**src/hdl/kvt_pkg.sv**
```systemverilog
// ============================================================================
// kvt_pkg
// Shared types and constants of the key/value table: table size, the beat
// that walks the cell chain, the insert port and the operation codes.
// ============================================================================
`default_nettype none

package kvt_pkg;

  localparam int unsigned CAPACITY = 16;
  localparam int unsigned IDX_W    = (CAPACITY > 1) ? $clog2(CAPACITY) : 1;
  localparam int unsigned CNT_W    = $clog2(CAPACITY + 1);
  localparam int unsigned KEY_W    = 32;
  localparam int unsigned VAL_W    = 32;
  localparam int unsigned OP_W     = 2;
  localparam int unsigned COUNT_W  = 5;

  typedef enum logic [OP_W-1:0] {
    OP_ADD    = 2'd0,
    OP_SEARCH = 2'd1,
    OP_REMOVE = 2'd2
  } op_e;

  typedef enum logic [1:0] {
    ST_IDLE,
    ST_WALK,
    ST_FINISH
  } state_e;

  typedef struct packed {
    logic             vld;
    logic [OP_W-1:0]  op;
    logic [KEY_W-1:0] key;
    logic [VAL_W-1:0] value;
    logic             found;
    logic [VAL_W-1:0] val_out;
    logic             free_seen;
    logic [IDX_W-1:0] free_idx;
    logic [IDX_W-1:0] pos;
  } token_t;

  typedef struct packed {
    logic             en;
    logic [IDX_W-1:0] idx;
    logic [KEY_W-1:0] key;
    logic [VAL_W-1:0] value;
  } wr_t;

endpackage

`default_nettype wire

```
**src/hdl/kvt_cell.sv**
```systemverilog
// ============================================================================
// kvt_cell
// One table entry. Compares the passing beat against its key, updates or
// frees itself on a hit, marks itself as the first free entry, and hands
// the beat to the next cell. Takes inserts from the shared write port.
// ============================================================================
`default_nettype none

module kvt_cell import kvt_pkg::*; (
  input  wire logic             clk_i,
  input  wire logic             rst_ni,
  input  wire logic [IDX_W-1:0] idx_i,
  input  wire token_t           tok_i,
  input  wire wr_t              wr_i,
  output token_t                tok_o
);

  logic             valid_q, valid_d;
  logic [KEY_W-1:0] key_q, key_d;
  logic [VAL_W-1:0] value_q, value_d;
  logic             tok_vld_q;
  token_t           tok_q, tok_d;
  logic             op_ok;
  logic             match;

  always_comb begin
    tok_d   = tok_i;
    valid_d = valid_q;
    key_d   = key_q;
    value_d = value_q;
    tok_d.pos = tok_i.pos + 1'b1;
    op_ok = (tok_i.op == OP_ADD) || (tok_i.op == OP_SEARCH) || (tok_i.op == OP_REMOVE);
    match = tok_i.vld && op_ok && valid_q && (key_q == tok_i.key) && !tok_i.found;
    if (match) begin
      tok_d.found   = 1'b1;
      tok_d.val_out = value_q;
      if (tok_i.op == OP_ADD) begin
        value_d = tok_i.value;
      end
      if (tok_i.op == OP_REMOVE) begin
        valid_d = 1'b0;
      end
    end
    if (tok_i.vld && !valid_q && !tok_i.free_seen) begin
      tok_d.free_seen = 1'b1;
      tok_d.free_idx  = tok_i.pos;
    end
    if (wr_i.en && (wr_i.idx == idx_i)) begin
      valid_d = 1'b1;
      key_d   = wr_i.key;
      value_d = wr_i.value;
    end
  end

  always_ff @(posedge clk_i or negedge rst_ni) begin
    if (!rst_ni) begin
      valid_q   <= 1'b0;
      tok_vld_q <= 1'b0;
    end else begin
      valid_q   <= valid_d;
      tok_vld_q <= tok_i.vld;
    end
  end

  always_ff @(posedge clk_i) begin
    key_q   <= key_d;
    value_q <= value_d;
    tok_q   <= tok_d;
  end

  always_comb begin
    tok_o     = tok_q;
    tok_o.vld = tok_vld_q;
  end

endmodule

`default_nettype wire

```
**src/hdl/key_value_table.sv**
```systemverilog
// ============================================================================
// key_value_table
// Bounded map of unique keys to values built as a row of entry cells.
// ============================================================================
// One item at a time: a beat is taken only while idle, and it walks the cell
// chain one cell per cycle; then the finish state does insert and count,
// waiting there while the previous result is still held on the output.
// A new item is taken while the previous result waits on the output.
// Reset clears all entry valid marks, the pair count and the handshakes.
`default_nettype none

module key_value_table import kvt_pkg::*; (
  input  wire logic               clk_i,
  input  wire logic               rst_ni,
  input  wire logic               in_valid_i,
  output logic                    in_ready_o,
  input  wire logic [OP_W-1:0]    operation_i,
  input  wire logic [KEY_W-1:0]   key_i,
  input  wire logic [VAL_W-1:0]   value_in_i,
  output logic                    out_valid_o,
  input  wire logic               out_ready_i,
  output logic                    found_o,
  output logic [VAL_W-1:0]        value_out_o,
  output logic                    full_refused_o,
  output logic [COUNT_W-1:0]      entry_count_o
);

  state_e             state_q, state_d;
  token_t             tok [CAPACITY+1];
  token_t             done_q, done_d;
  wr_t                wr;
  logic [CNT_W-1:0]   count_q, count_d;
  logic               out_valid_q, out_valid_d;
  logic               found_q, found_d;
  logic [VAL_W-1:0]   value_q, value_d;
  logic               refused_q, refused_d;
  logic [COUNT_W-1:0] cnt_out_q, cnt_out_d;
  logic               insert;
  logic               remove_hit;

  assign in_ready_o = (state_q == ST_IDLE);

  always_comb begin
    tok[0]           = '0;
    tok[0].vld       = in_valid_i && in_ready_o;
    tok[0].op        = operation_i;
    tok[0].key       = key_i;
    tok[0].value     = value_in_i;
  end

  for (genvar i = 0; i < CAPACITY; i++) begin : g_cell
    kvt_cell u_cell (
      .clk_i  (clk_i),
      .rst_ni (rst_ni),
      .idx_i  (IDX_W'(i)),
      .tok_i  (tok[i]),
      .wr_i   (wr),
      .tok_o  (tok[i+1])
    );
  end

  always_comb begin
    state_d     = state_q;
    done_d      = done_q;
    count_d     = count_q;
    out_valid_d = out_valid_q;
    found_d     = found_q;
    value_d     = value_q;
    refused_d   = refused_q;
    cnt_out_d   = cnt_out_q;
    wr          = '0;
    insert      = (done_q.op == OP_ADD) && !done_q.found && done_q.free_seen;
    remove_hit  = (done_q.op == OP_REMOVE) && done_q.found;
    if (out_valid_q && out_ready_i) begin
      out_valid_d = 1'b0;
    end
    unique case (state_q)
      ST_IDLE: begin
        if (tok[0].vld) begin
          state_d = ST_WALK;
        end
      end
      ST_WALK: begin
        if (tok[CAPACITY].vld) begin
          done_d  = tok[CAPACITY];
          state_d = ST_FINISH;
        end
      end
      ST_FINISH: begin
        if (!out_valid_q || out_ready_i) begin
          if (insert) begin
            wr.en    = 1'b1;
            wr.idx   = done_q.free_idx;
            wr.key   = done_q.key;
            wr.value = done_q.value;
            count_d  = count_q + 1'b1;
          end else if (remove_hit && (count_q != '0)) begin
            count_d = count_q - 1'b1;
          end
          out_valid_d = 1'b1;
          found_d     = done_q.found;
          value_d     = done_q.val_out;
          refused_d   = (done_q.op == OP_ADD) && !done_q.found && !done_q.free_seen;
          cnt_out_d   = COUNT_W'(count_d);
          state_d     = ST_IDLE;
        end
      end
      default: begin
        state_d = ST_IDLE;
      end
    endcase
  end

  always_ff @(posedge clk_i or negedge rst_ni) begin
    if (!rst_ni) begin
      state_q     <= ST_IDLE;
      count_q     <= '0;
      out_valid_q <= 1'b0;
    end else begin
      state_q     <= state_d;
      count_q     <= count_d;
      out_valid_q <= out_valid_d;
    end
  end

  always_ff @(posedge clk_i) begin
    done_q    <= done_d;
    found_q   <= found_d;
    value_q   <= value_d;
    refused_q <= refused_d;
    cnt_out_q <= cnt_out_d;
  end

  assign out_valid_o    = out_valid_q;
  assign found_o        = found_q;
  assign value_out_o    = value_q;
  assign full_refused_o = refused_q;
  assign entry_count_o  = cnt_out_q;

  a_count_bound: assert property (@(posedge clk_i) disable iff (!rst_ni)
    count_q <= CNT_W'(CAPACITY))
    else $error("pair count above capacity");

  a_accept_walk: assert property (@(posedge clk_i) disable iff (!rst_ni)
    in_valid_i && in_ready_o |=> state_q == ST_WALK)
    else $error("accepted beat did not start a walk");

  a_result_src: assert property (@(posedge clk_i) disable iff (!rst_ni)
    $rose(out_valid_q) |-> $past(state_q) == ST_FINISH)
    else $error("result raised outside finish");

  a_refuse_excl: assert property (@(posedge clk_i) disable iff (!rst_ni)
    out_valid_q |-> !(found_q && refused_q))
    else $error("refused add reported a hit");

endmodule

`default_nettype wire
```
**config.mk**
```make
export PLATFORM = sky130hd
export DESIGN_NAME = key_value_table
export DESIGN_NICKNAME = d
export VERILOG_FILES = /design/src/hdl/kvt_pkg.sv /design/src/hdl/kvt_cell.sv /design/src/hdl/key_value_table.sv
export SDC_FILE = /design/constraint.sdc
export NUM_CORES = 2
export LEC_CHECK = 0
export ABC_AREA = 1
export ABC_CLOCK_PERIOD_IN_PS = 6100
export BUFFER_PORTS_ARGS = -buffer_cell sky130_fd_sc_hd__buf_2
export CAP_MARGIN = 0
export CORE_MARGIN = 2
export CORE_UTILIZATION = 30
export DETAILED_ROUTE_END_ITERATION = 8
export PLACE_DENSITY = 0.41
export SLEW_MARGIN = 25
export SYNTH_ARGS = -nofsm -noshare
export SYNTH_HDL_FRONTEND = slang
export SYNTH_SLANG_ARGS = --single-unit
```
**constraint.sdc**
```tcl
create_clock -name clk_i -period 6.1 [get_ports clk_i]
set_input_delay 0.305 -clock clk_i [delete_from_list [all_inputs] [get_ports clk_i]]
set_output_delay 0.305 -clock clk_i [all_outputs]
set_load 0.05 [all_outputs]
```
# Yosys cells after proc, flatten, opt, wreduce, memory -nomap -nowiden
# Cells that the tools add are included.
[word_totals]
regBits = 2871
in_bits = 70
output_inout_bits = 41
elab_cells = 688
[classes]
addsub = 2
n_eq_ne = 69
mux = 125
reduce_logical = 302
[op_table]
columns = ["op", "n"]
rows = [
  ["2-to-1 mux 32 bit", 63],
  ["== test 32 bit", 16],
  ["2-to-1 mux 69 bit", 3],
  ["logical AND 1 bit", 117],
  ["nonzero test 2 bit", 48],
  ["AND reduction 2 bit", 34],
  ["2-to-1 mux 1 bit", 51],
  ["zero test 1 bit", 49],
  ["== test 2 bit, second input constant", 18],
  ["zero test 2 bit", 18],
  ["== test 2 x 1 -> 1 bit, second input constant", 17],
  ["logical OR 1 bit", 33],
  ["2-to-1 mux 33 bit", 1],
  ["== test 4 bit, second input constant", 8],
  ["== test 4 x 3 -> 1 bit, second input constant", 4],
  ["2-to-1 mux 5 bit", 3],
  ["== test 4 x 2 -> 1 bit, second input constant", 2],
  ["2-to-1 mux 2 bit", 3],
  ["one-hot mux 2 bit (3 select lines)", 1],
  ["adder 5 x 1 -> 5 bit, second input constant", 1],
  ["nonzero test 5 bit", 1],
  ["subtractor 5 x 1 -> 5 bit, second input constant", 1],
  ["== test 4 x 1 -> 1 bit, second input constant", 1],
  ["zero test 4 bit", 1],
  ["3 further kinds", 4],
]

# Logic depth before layout (Yosys ltp)
[logic_depth]
depth_word = 10
mapped_depth = 13

# Hierarchy
# From an unflattened synthesis, not the netlist that was laid out.
[unflattened]
cells_unflattened = 10349
area_unflattened_um2 = 102552.1
[by_module_without_submodules]
columns = ["module", "n_inst", "cells_each", "area_each_um2", "seq_area_each_um2"]
rows = [
  ["kvt_cell", 16, 623, 6063.3, 4134.0],
  ["key_value_table", 1, 381, 5539.1, 4494.3],
]

# Least setup slack after synthesis
# No wires, ideal clock.
[synth_timing]
path_type = "reg-to-reg"
start = "register state_q[1]"
end = "register done_q[100] (netlist bit) (enable)"
setup_ns = 0.567
arrival_time_ns = 4.834
required_time_ns = 5.533
path_slack_ns = 0.698
stages_incl_launch_ff = 4
n_path_buf = 0
path_cell_list = "dfrtp_1 inv_1 nand2_1 nor2_1"
[synth_between]
elab_chain_cells = 2
[synth_rtl]
columns = ["item", "line_no", "text"]
rows = [
  ["from (decl)", "key_value_table.sv:28", "state_e state_q, state_d;"],
  ["from (signal assigned)", "key_value_table.sv:120", "state_q <= state_d;"],
  ["== test 2 x 1 -> 1 bit", "key_value_table.sv:77", "unique case (state_q)"],
  ["AND reduction 2 bit (no line)", "--", ""],
  ["to (signal assigned)", "key_value_table.sv:127", "done_q <= done_d;"],
  ["to (decl)", "key_value_table.sv:30", "token_t done_q, done_d;"],
]
# Every way passes these cells.
# A chain may end at the register's enable or synchronous reset.

# Worst setup path in the final report
[layout_timing]
start = "register state_q[0]"
end = "register g_cell[1].u_cell.value_q[6] (enable)"
[layout_between]
elab_chain_cells = 6
[layout_rtl]
columns = ["item", "line_no", "text"]
rows = [
  ["== test 2 bit (*)", "key_value_table.sv:77", ""],
  ["2-to-1 mux 69 bit (*)", "key_value_table.sv:77", ""],
  ["== test 4 x 1 -> 1 bit", "kvt_cell.sv:48", "if (wr_i.en && (wr_i.idx == idx_i)) begin"],
  ["logical AND 1 bit (*)", "kvt_cell.sv:48", ""],
  ["nonzero test 2 bit (no line)", "--", ""],
  ["AND reduction 2 bit (no line) (*)", "--", ""],
  ["to (signal assigned)", "kvt_cell.sv:67", "value_q <= value_d;"],
  ["to (decl)", "kvt_cell.sv:20", "logic [VAL_W-1:0] value_q, value_d;"],
]
# Mark *: on every way between the ends. The rest lies on a longest branch, timed or not.

==> results.ini <==
[critical_path]
reg2reg_depth=12
crit_end=g_cell[1].u_cell.value_q[6]$_DFFE_PP_
cp_data_required_time_ns=6.57
crit_path_max_fanout=67
criticalPathCategory=reg -> reg
rr_endpoint=g_cell[1].u_cell.value_q[6]$_DFFE_PP_
endpoint_kind=flop
crit_arrival_ns=4.61
r2r_setup_slack_ns=1.96
r2r_start=state_q[0]$_DFFE_PN0P_
start_kind=flop
startpoint=state_q[0]$_DFFE_PN0P_

[placed_design]
pre_cts_ws_ns=1.88
dp_hpwl_mm=166
place.gp.congestion=0.849
numPortBuffers=110
placed_area_um2=100000

[yosys]
ys_seq_area_frac=0.730
ys_warn_count=0
avgSynthCellArea_um2=10.7
ys.flop_type=dfxtp_1
synth_cell_types=42
syn_inst=8854
synth_edf_count=1167
async_flop_share=0.0140
synth_nets=8926
netlist_area_um2=94600
yosys_register_bits=2856

[sta]
worstMarginPinSlew_ns=1.07
tns_ns=0
rsz0062_at_grt=false
fmax_ghz=0.242
slew_violations=0
relSlewSlack=0.285
hold_viol=0
period_share=0.679
skew_ns=0.0334
final.min_clock_period_ns=4.14
layout_setup_ws_ns=1.96
setup_violations=0

[clock_network]
path_clk_slew_ns=0.06
cts_made_buffers=315
clockRootBuffer=clkbuf_16
postCtsResizedCells=0
tritoncts=built
htree_levels=5
post-cts-setup-buffers=0
clockBufferDepth=4
hold_buffers=69
cts_num_sinks=2856
worstSkewPairLatency_ns=0.85

[job]
cap_violations=0

[power]
vdd_ir_drop_max_mv=0.257
power_switching_share=0.212
power_switching_uw=8590
seqPwrFrac=0.514
p_int_uw=31900
p_comb_frac=0.027
leakagePower_uw=0.0476
power_frac_clock=0.459
powerDensity_nw_per_um2=365

[min_path]
hp-class=in -> async

[floorplan]
die_y_um=566
ios=111
coreArea_um2=314000
die_w_um=566
start_util=0.301
fp-row-count=206
dieArea_um2=320000

[final_layout]
drive_above_1_share=0.0846
utilization=0.353
register_area_um2=69100
multiInputGateArea_um2=21400
fill_cells=31100
design_area_um2=111000
area_delta_synth_final_pct=17.4
nNetsFinal=9255

[route]
post-route-drc-count=0
via_per_inst=4.10
wirelength_mm=230
drt_pass1_iterations=6
drt_iter0_drc=3330
postRouteAntennaNets=0
vias=55800
wl_per_cell_um=16.9

[global_route]
grtUsageTotal=0.143
grt_antenna_before_repair=10
globalRouteOverflowTotal=0
grt_max_degree=105
grt_pass1_vias=55600
grt_pass1_wl_mm=350

[outcome]
outcome=finished clean

## power by group through the flow
| stage | sequential [uW] | clock [uW] | combinational, uW |
|---|---|---|---|
| floorplan | 21100 | 0 | 634 |
| global placement | 21200 | 0 | 1070 |
| detailed placement | 21200 | 0 | 1090 |
| CTS | 20800 | 19200 | 1120 |
| global route | 20900 | 19900 | 1250 |
| finish | 20800 | 18600 | 1100 |
## metrics by stage
step / power, uW / hold WS [ns] / instances
5_1_grt: 42100 / 0.0655 / 13600
6_report: 40500 / 0.111 / 13600
3_3_place_gp: 22300 / 0.332 / 13000
4_1_cts: 41100 / 0.0323 / 13600
3_5_place_dp: 22300 / 0.337 / 13000
2_1_floorplan: 21800 / 0.00941 / 8854
## registers in the layout, summed over array words and instances, names as in the netlist
register and cells:
g_cell.u_cell.tok_o 1649, g_cell.u_cell.key_q 512, g_cell.u_cell.value_q 512, done_q 104, value_out_o 32, g_cell.u_cell.tok_vld_q 16
g_cell.u_cell.valid_q 16, count_q 5, entry_count_o 5, state_q 2, found_o 1, full_refused_o 1
out_valid_o 1
## layout make-up
type,count,share of cell area
multi-input cells,4889,0.193
well taps,4160,0.0469
flip-flops and latches,2856,0.622
diodes,7,0.000158
clock buffers,475,0.0834
clock inverters,99,0.00808
inverters,826,0.0279
repair buffers,295,0.0191
## layout by cell type, fill, tap and decap left out, types with 11 or more instances in the layout
master / instances
nand2_1: 2880
dfxtp_1: 1649
edfxtp_1: 1167
inv_1: 822
nor2_1: 513
o21ai_1: 455
nand3_1: 444
clkbuf_16: 330
o21ai_0: 146
xnor2_1: 131
buf_4: 115
buf_2: 110
clkbuf_1: 99
dlygate4sd3_1: 69
clkinv_2: 51
clkbuf_8: 46
dfrtp_1: 40
xor2_1: 36
a21oi_1: 36
and3_1: 32
nand4_1: 31
nor2_2: 29
nand2_2: 28
or2_2: 27
clkinv_1: 22
nand3b_1: 20
bufinv_16: 15
o22ai_1: 14
nor3_1: 13
o21ai_2: 11
## worst min-delay path by stage
stage,start,cells past startpoint,endpoint
floorplan,rst_ni,0,count_q[0]$_DFFE_PN0P_
global placement,g_cell[14].u_cell.tok_o[55]$_DFF_P_,0,g_cell[15].u_cell.tok_o[55]$_DFF_P_
detailed placement,g_cell[12].u_cell.tok_o[59]$_DFF_P_,0,g_cell[13].u_cell.tok_o[59]$_DFF_P_
CTS,value_in_i[17],2,g_cell[0].u_cell.tok_o[59]$_DFF_P_
global route,value_in_i[17],2,g_cell[0].u_cell.tok_o[59]$_DFF_P_
finish,rst_ni,3,state_q[1]$_DFFE_PN0P_
## cell usage after synthesis (7+ instances only)
cell	count	area, um^2
buf_6	15	169
edfxtp_1	1167	35000
nand4_1	31	194
nor2_1	546	2050
buf_4	12	90.1
o22ai_1	14	87.6
xor2_1	36	315
nand2_2	13	81.3
dfxtp_1	1649	33000
o21ai_1	455	2280
nor3_1	13	65.1
nand3_1	444	2220
inv_1	822	3090
a21oi_1	36	180
o21ai_2	7	61.3
nand2_1	2898	10900
and3_1	32	200
nand3b_1	20	150
xnor2_1	131	1150
or2_2	27	169
o21ai_0	150	751
dfrtp_1	40	1000
clkbuf_1	207	777
buf_2	45	225
## cell families after synthesis
kind of cell    count (synthesis)  synth area share
xor+xnor                      167            0.0155
simple gates                 4050             0.172
buf+inv                      1109            0.0463
flops                        2856             0.730
compound gates                670            0.0361
fa+ha+maj                       2          0.000264
## per-layer routing
layer / GRT usage / share of wire / vias to the layer above
met1: 0.208 / 0.51 / 25400
li1: - / - / 29100
met5: 0 / 0 / -
met2: 0.220 / 0.42 / 974
met4: 0.0426 / 0.028 / 0
met3: 0.0202 / 0.036 / 398
## worst max-delay path: stages, from the launching register on
cell and delay (ns):
dfrtp_1 0.39, inv_2 0.07, nand2_2 0.10, nor2_8 0.61, inv_2 0.14, nor2_4 0.43
inv_2 0.05, buf_4 0.32, nor3_4 0.39, nand2_2 0.16, buf_4 0.35, nand2_1 0.18
buf_4 0.46
Power figures use the tool's default switching activity.
